### src/rtl/lcsl_pkg.sv
// Package for the LCS length engine: sizes, request codes and the
// controller/datapath command and status structs. No dependencies.
package lcsl_pkg;
	localparam int MAX_LEN = 256;
	localparam int IDX_W = $clog2(MAX_LEN);
	localparam int LEN_W = $clog2(MAX_LEN + 1);
	localparam int SYM_W = 8;

	typedef enum logic [1:0] {
		REQ_FIRST = 2'd0,
		REQ_SECOND = 2'd1,
		REQ_END = 2'd2,
		REQ_NONE = 2'd3
	} req_t;

	typedef struct packed {
		logic store;
		logic row_start;
		logic row_step;
		logic clr_start;
		logic clr_step;
		logic rd_last;
		logic capture;
		logic [SYM_W-1:0] sym;
	} cmd_t;

	typedef struct packed {
		logic row_last;
		logic clr_last;
		logic empty;
	} sts_t;
endpackage

### src/rtl/lcsl_ctrl.sv
// Controller of the LCS length engine: accepts requests, sequences the row
// update, result capture and row clearing sweep. Depends on lcsl_pkg.
module lcsl_ctrl (
	input logic clk,
	input logic arst_n,
	input logic s_tvalid,
	output logic s_tready,
	input logic [15:0] s_tdata,
	output logic m_tvalid,
	input logic m_tready,
	output lcsl_pkg::cmd_t cmd,
	input lcsl_pkg::sts_t sts
);
	import lcsl_pkg::*;

	typedef enum logic [2:0] {
		ST_CLEAR,
		ST_IDLE,
		ST_ROW,
		ST_CAP
	} state_t;

	state_t state_q;
	logic started_q;
	logic acc;
	req_t req;

	assign req = req_t'(s_tdata[1:0]);
	assign s_tready = (state_q == ST_IDLE);
	assign acc = s_tvalid && s_tready;

	always_comb begin
		cmd = '0;
		cmd.sym = s_tdata[9:2];
		cmd.store = acc && req == REQ_FIRST && !started_q;
		cmd.row_start = acc && req == REQ_SECOND && !sts.empty;
		cmd.row_step = (state_q == ST_ROW);
		cmd.rd_last = (acc && req == REQ_END) || (state_q == ST_CAP);
		cmd.capture = (state_q == ST_CAP) && !m_tvalid;
		cmd.clr_start = (state_q == ST_CAP) && !m_tvalid;
		cmd.clr_step = (state_q == ST_CLEAR);
	end

	always_ff @(posedge clk or negedge arst_n) begin
		if (!arst_n) begin
			state_q <= ST_CLEAR;
			started_q <= 1'b0;
			m_tvalid <= 1'b0;
		end else begin
			if (m_tvalid && m_tready)
				m_tvalid <= 1'b0;
			unique case (state_q)
				ST_CLEAR: begin
					if (sts.clr_last)
						state_q <= ST_IDLE;
				end
				ST_IDLE: begin
					if (acc) begin
						unique case (req)
							REQ_SECOND: begin
								started_q <= 1'b1;
								if (!sts.empty)
									state_q <= ST_ROW;
							end
							REQ_END: state_q <= ST_CAP;
							REQ_FIRST, REQ_NONE: ;
						endcase
					end
				end
				ST_ROW: begin
					if (sts.row_last)
						state_q <= ST_IDLE;
				end
				ST_CAP: begin
					if (!m_tvalid) begin
						m_tvalid <= 1'b1;
						started_q <= 1'b0;
						state_q <= ST_CLEAR;
					end
				end
				default: state_q <= ST_CLEAR;
			endcase
		end
	end
endmodule

### config.mk
export PLATFORM = sky130hd
export DESIGN_NAME = lcsl_ctrl
export DESIGN_NICKNAME = d
export VERILOG_FILES = /design/src/rtl/lcsl_pkg.sv /design/src/rtl/lcsl_ctrl.sv
export SDC_FILE = /design/constraint.sdc
export NUM_CORES = 1
export LEC_CHECK = 0
export BUFFER_PORTS_ARGS = -buffer_cell sky130_fd_sc_hd__buf_2
export CORE_AREA = 2 2 39 41
export DETAILED_ROUTE_END_ITERATION = 8
export DIE_AREA = 0 0 41 43
export MAX_ROUTING_LAYER = met4
export PLACE_DENSITY = 0.66
export SLEW_MARGIN = 15
export SYNTH_ARGS = -nofsm -noshare
export SYNTH_HDL_FRONTEND = slang
export SYNTH_SLANG_ARGS = --single-unit
### constraint.sdc
create_clock -name clk -period 1.15 [get_ports clk]
set_input_delay 0.0575 -clock clk [delete_from_list [all_inputs] [get_ports clk]]
set_output_delay 0.0575 -clock clk [all_outputs]
set_load 0.02 [all_outputs]
==> run summary, run 1 <==
Worst-Margin Slew = 0.2071 ns
fin util = 0.4087
Setup crit start kind = flip-flop
P_sw = 0.5585 mW
GRT overflow = 0
aggregate routed wire length = 887 um
Total Nets Final = 88
critical path required time = 1.09 ns
top post-synthesis cells by area = dfrtp_1 (28%), buf_4 (19%), buf_6 (6.3%), nor2b_1 (5.2%), inv_1 (4.2%)
routed wire length per instance = 11.23 um
power share of the clock group = 0.117
synthesized flop and latch total = 4
most common cell in the netlist = buf_4
MaxCap Viol Count = 0
gpl congestion = 0.7061
CTS sink cnt = 4
# rows = 14
Combinational Power Share = 0.697
Starting Density = 0.2595
clk slew on worst S/H paths = 0.04 ns
Mapped Nets = 65
Clk Latency, worst-skew pair = 0.23 ns
Final WS setup = -0.07115 ns
WS Path Type = flip-flop to output pin
DRT Pass-1 Iters = 2
sequential area share after synthesis = 0.2787
area of the core = 1384 um2
DIE HEIGHT = 43 um
Post-synth EDFFs = 0
Sw Share = 0.3878
CTS tree = done
Clock H-tree levels = 1
Gate Count Post-Synth = 42
Final period util = 1.062
Initial DRC Count = 3
Root Buffer = clkbuf_4
Most common cell on crit path = buf_6
first-pass GRT wire length = 1290 um
Unique masters post-synth = 22
routed vias/inst = 4.519
Clock Skew = 0.0001801 ns
Slew Limit Fails = 0
syn_area_per_cell = 8.550 um2
Critical Path, Cell by Cell = buf_6 -> buf_6 -> nor2b_1 -> buf_4
die area = 1763 um2
warnings from Yosys = 0
number of global-route vias before repair = 313
Pwr Total = 1.440 mW
fraction of layout cells with a size suffix above 1 = 0.6508
worst path buffer plus inverter count = 3
Synth Flop Type = dfrtp_1
CP Data Arrival Time = 1.16 ns
hold slack = 0.08334 ns
DPL Wire Length = 611.8 um
slowest CP cell = dfrtp_1
failing checks = negative setup slack
initial antenna violation count = 0
number of buffers created by CTS = 3
# diodes = 0
# setup viols final = 7
port bufs = 17
Die Wd = 41 um
Worst VDD drop = 0.9572 mV
# DRC = 0
Synth-to-Final Area Change = 57.49%
status = complete, but fails checks
Hold Fails Final Rpt = 0
Max Fclk = 818.9 MHz
Crit Path Max Fanout = 4
Clock Path Buffers = 2
post-synthesis cell area = 359.1 um2
worst hold path class = input pin to flip-flop
# IOs = 40
family with the most delay on the worst path = flip-flops
Antenna Nets Post-Route = 0
Sequential Power Share = 0.186
share of flip-flops with an asynchronous set or reset = 1.000
DR vias = 357
commonest cells in the netlist = buf_4 (9), dfrtp_1 (4), inv_1 (4), nor2_1 (3), nor2b_1 (3)
Rel. slew slack = 0.8614
setup TNS = -0.2750 ns
RSZ-0062 raised after global routing = true
Total GRT Usage = 0.1127
Critical Path End Type = output pin
CP max stage delay = 0.42 ns
minimum clock period = 1.221 ns
Int Pwr = 0.8817 mW
top cell type's share of synthesized area = 0.2787
pin count of the biggest net entering global routing = 6
area leader, netlist = dfrtp_1
PwrDens = 2546 nW/um2
LEAKAGE = 0.2904 nW
path summary, 6_finish.rpt:
path	from	end	slack [ns]	depth (start not counted)
worst max-delay path	state_q[0]	cmd[9]	-0.07	4
worst min-delay path	sts[1]	state_q[0]	0.08	2
worst max register to register	state_q[0]	started_q	0.07	5
worst min register to register	state_q[1]	started_q	0.55	1
max in group asynchronous	arst_n	state_q[1]	0.86	2
min in group asynchronous	arst_n	state_q[0]	0.16	2
power groups by stage:
stage               clock network (mW)  logic, mW  registers, mW
floorplan                            0      0.481          0.260
global route                     0.191       1.07          0.273
detailed placement                   0      0.593          0.274
global placement                     0      0.585          0.271
CTS                              0.180      0.852          0.258
finish                           0.169       1.00          0.268
registers in the layout (all words and copies together) (netlist names):
register and flops:
state_q 2, started_q 1, m_tvalid 1
metal layers:
layer,share of wire,global-route usage,vias to the layer above
li1,-,-,177
met1,0.39,0.1176,165
met2,0.52,0.1750,15
met3,0.086,0.03665,0
met4,0,0.06667,0
met5,0,-,-
logic make-up (layout without fill, tap and decap cells):
group / Yosys count / after routing / synth area share
compound gates: 10 / 10 / 0.2091
buf+inv: 15 / 36 / 0.2927
flops: 4 / 4 / 0.2788
simple gates: 13 / 13 / 0.2195
per-stage QoR:
step	cells	setup WS (ns)	area [um2]
floorplan	42	0.02622	366.6
global placement	68	0.08237	411.6
detailed placement	68	0.06975	411.6
CTS	78	-0.07883	520.5
global route	79	-0.1084	565.5
finish	79	-0.07115	565.5
area by class of cell:
cell class / count / area (um2)
Timing Repair Buffer: 29 / 224.0
Fill cell: 151 / 818.3
Inverter: 4 / 15.01
Clock buffer: 3 / 22.52
Multi-Input combinational cell: 23 / 182.7
Sequential cell: 4 / 101.3
Tap cell: 16 / 20.02
layout by cell type (no fill, tap or decap):
cell and count:
a21o_1 1, a21oi_1 2, a31oi_1 1, and2_4 1
buf_2 9, buf_4 12, buf_6 7, clkbuf_4 3
dfrtp_1 3, dfrtp_2 1, dlygate4sd3_1 1, inv_1 3
inv_2 1, nand2_1 1, nand2_2 1, nand3_4 1
nor2_1 3, nor2b_1 2, nor2b_2 1, nor2b_4 1
nor3b_2 1, nor4_2 1, o2111ai_1 1, o21ai_1 1
o22ai_1 1, o22ai_2 1, o311a_1 1, o31a_1 1
timing repair:
action,CTS,global route
resized for setup,12,11
hold endpoints to repair,4,0
pin swaps,0,1
hold buffers,1,0
endpoints found under the setup margin,5,8
gates cloned,0,0
setup buffers,6,1
No activity file was read; power rests on OpenSTA's default activity.
==> inputs of run 2 (changes only) <==
Settings changed: ABC_AREA set to 1, PLACE_DENSITY 0.66 to 0.73.
Clock period 1.15 ns to 1.46 ns, I/O delays scaled along.
==> run 2 against run 1 <==
Compared with the run above: the run now ends clean; die area stayed put; register-to-register slack better by 0.09 ns; utilization is 2.9 points lower; first-iteration DRC count is 33% lower; clock power is 23% lower; sequential share of layout area is 1.6 points higher; via count is 5.0% higher; synthesized cell count is 31% higher; global-route usage is 0.22 points lower; highest routed layer is now met4.
==> run summary, run 2 <==
Worst-Margin Slew = 0.1960 ns
Slew Limit Fails = 0
Antenna Nets Post-Route = 0
share of flip-flops with an asynchronous set or reset = 1.000
area of the core = 1384 um2
DRT Pass-1 Iters = 2
Initial DRC Count = 2
slowest CP cell = dfrtp_2
synthesized flop and latch total = 4
Setup crit start kind = flip-flop
P_sw = 0.5457 mW
sequential area share after synthesis = 0.2247
initial antenna violation count = 0
Clock Path Buffers = 2
fin util = 0.3797
power share of the clock group = 0.118
MaxCap Viol Count = 0
setup TNS = 0 ns
Total Nets Final = 94
R2R cell count = 8
DR vias = 375
Combinational Power Share = 0.633
CTS tree = done
DIE HEIGHT = 43 um
flop2flop setup slack = 0.16 ns
# rows = 14
pin count of the biggest net entering global routing = 9
Synth Flop Type = dfrtp_1
RSZ-0062 raised after global routing = false
post-synthesis cell area = 445.4 um2
Critical Path, Cell by Cell = inv_6 -> nor2_8 -> nand2_2 -> nor4_2 -> buf_2
number of buffers created by CTS = 3
area leader, netlist = dfrtp_1
Crit Path Max Fanout = 6
routed vias/inst = 4.412
Total GRT Usage = 0.1105
Die Wd = 41 um
Top Registers = state_q x2, m_tvalid x1, started_q x1
PwrDens = 2092 nW/um2
CTS sink cnt = 4
warnings from Yosys = 0
Hold Startpoint = m_tready
reg-to-reg endpoint = state_q[0]
Largest Register = state_q
GRT overflow = 0
max FFs per register = 2
CP Data Arrival Time = 1.28 ns
commonest non-fill, non-tap cells in the layout = buf_2 (17), nand2_2 (7), nand2_1 (6)
CP max stage delay = 0.46 ns
Final period util = 0.9237
Worst Hold Path EP = m_tvalid
worst hold path class = input pin to flip-flop
commonest cells in the netlist = buf_4 (9), nand2_2 (7), nand2_1 (6)
Critical Path End Type = output pin
# DRC = 0
Rel. slew slack = 0.8694
family with the most delay on the worst path = flip-flops
fill count = 159
DPL Wire Length = 632.1 um
Starting Density = 0.3219
Root Buffer = clkbuf_4
LEAKAGE = 0.2812 nW
worst path buffer plus inverter count = 2
Worst VDD drop = 0.6987 mV
clk slew on worst S/H paths = 0.03 ns
syn_area_per_cell = 8.099 um2
Post-synth EDFFs = 0
Clock H-tree levels = 1
Sequential Power Share = 0.249
commonest non-fill, non-tap cell in the layout = buf_2
# IOs = 40
Sw Share = 0.4963
status = finished clean
routed wire length per instance = 9.224 um
Hold Fails Final Rpt = 0
fraction of layout cells with a size suffix above 1 = 0.6232
WS Path Type = flip-flop to output pin
Worst R2R Start = state_q[0]
gpl congestion = 0.7400
minimum clock period = 1.349 ns
# setup viols final = 0
die area = 1763 um2
aggregate routed wire length = 784 um
hold path cells = 2
Unique masters post-synth = 21
Clock Skew = 0.001252 ns
first-pass GRT wire length = 1290 um
Clk Latency, worst-skew pair = 0.23 ns
# diodes = 0
Gate Count Post-Synth = 55
Max Fclk = 741.5 MHz
Synth-to-Final Area Change = 17.98%
most common cell in the netlist = buf_4
number of global-route vias before repair = 317
port bufs = 17
critical path required time = 1.39 ns
top cell type's share of synthesized area = 0.2247
top post-synthesis cells by area = dfrtp_1 (22%), buf_4 (15%), nand2_2 (9.8%), buf_6 (5.1%), nand2_1 (5.1%)
Mapped Nets = 78
Int Pwr = 0.5537 mW
-- run 2: cell count changes after synthesis, sizes merged, moves of 3 or more --
cell,delta
inv,+3
nand2,+11
nand3,+5
nor2,+4
nor2b,-4
-- run 2: area by class of cell --
type / count / area [um2] / area share
repair buffers: 22 / 125.1 / 0.2381
inverters: 7 / 31.28 / 0.05952
flip-flops and latches: 4 / 102.6 / 0.1952
well taps: 16 / 20.02 / 0.03810
clock buffers: 3 / 22.52 / 0.04286
multi-input cells: 33 / 224.0 / 0.4262
-- run 2: worst max-delay path by stage --
| stage | startpoint | endpoint | slack (ns) | cells after the start |
|---|---|---|---|---|
| after floorplan | state_q[1] | cmd[14] | 0.23 | 4 |
| final | state_q[0] | cmd[14] | 0.11 | 5 |
| after global placement | state_q[0] | cmd[14] | 0.21 | 5 |
| after detailed placement | state_q[0] | cmd[14] | 0.18 | 5 |
| after CTS | state_q[0] | cmd[14] | 0.05 | 5 |
| after global routing | state_q[0] | cmd[14] | 0.009 | 5 |
-- run 2: metrics by stage --
stage	setup slack [ns]	power, mW	hold WS [ns]	cells	cell area (um2)
global placement	0.2075	0.8791	-0.1204	77	460.4
global route	0.008951	1.213	0.009089	85	525.5
CTS	0.04523	1.042	0.01171	81	495.5
floorplan	0.2283	0.8417	-0.2226	55	445.4
finish	0.1114	1.099	0.01672	85	525.5
detailed placement	0.1772	0.8960	-0.1169	77	460.4
-- run 2: per-layer routing --
layer	routed length (um)	global-route usage
met1	304	0.1564
met3	91	0.06283
met2	382	0.1313
met5	0	-
met4	5	0.03333
-- run 2: kinds of logic (layout without fill, tap and decap cells) --
group                  after synthesis  after routing  synth area share
buffers and inverters               18             32            0.2725
AOI/OAI and AO/OA                    4              4           0.04492
DFF                                  4              4            0.2247
and+or+nand+nor                     28             28            0.4354
muxes                                1              1           0.02247
-- run 2: what timing repair did --
action | CTS | global route
resized for setup | 2 | 0
endpoints found under the setup margin | 3 | 3
buffers inserted | 0 | 4
hold buffers | 1 | 0
hold endpoints to repair | 4 | 0
-- run 2: power groups by stage --
stage          Clock (mW)  Combinational [mW]  Sequential [mW]
3_5_place_dp            0               0.603            0.293
3_3_place_gp            0               0.590            0.289
4_1_cts             0.137               0.607            0.298
5_1_grt             0.150               0.777            0.285
6_report            0.130               0.696            0.274
2_1_floorplan           0               0.626            0.216
-- run 2: worst register-to-register path, delay by kind of cell, from the launching register on --
kind                   cells  cell delay [ns]
flip-flops                 1             0.47
AND/OR/NAND/NOR            6             0.43
buffers and inverters      2             0.29
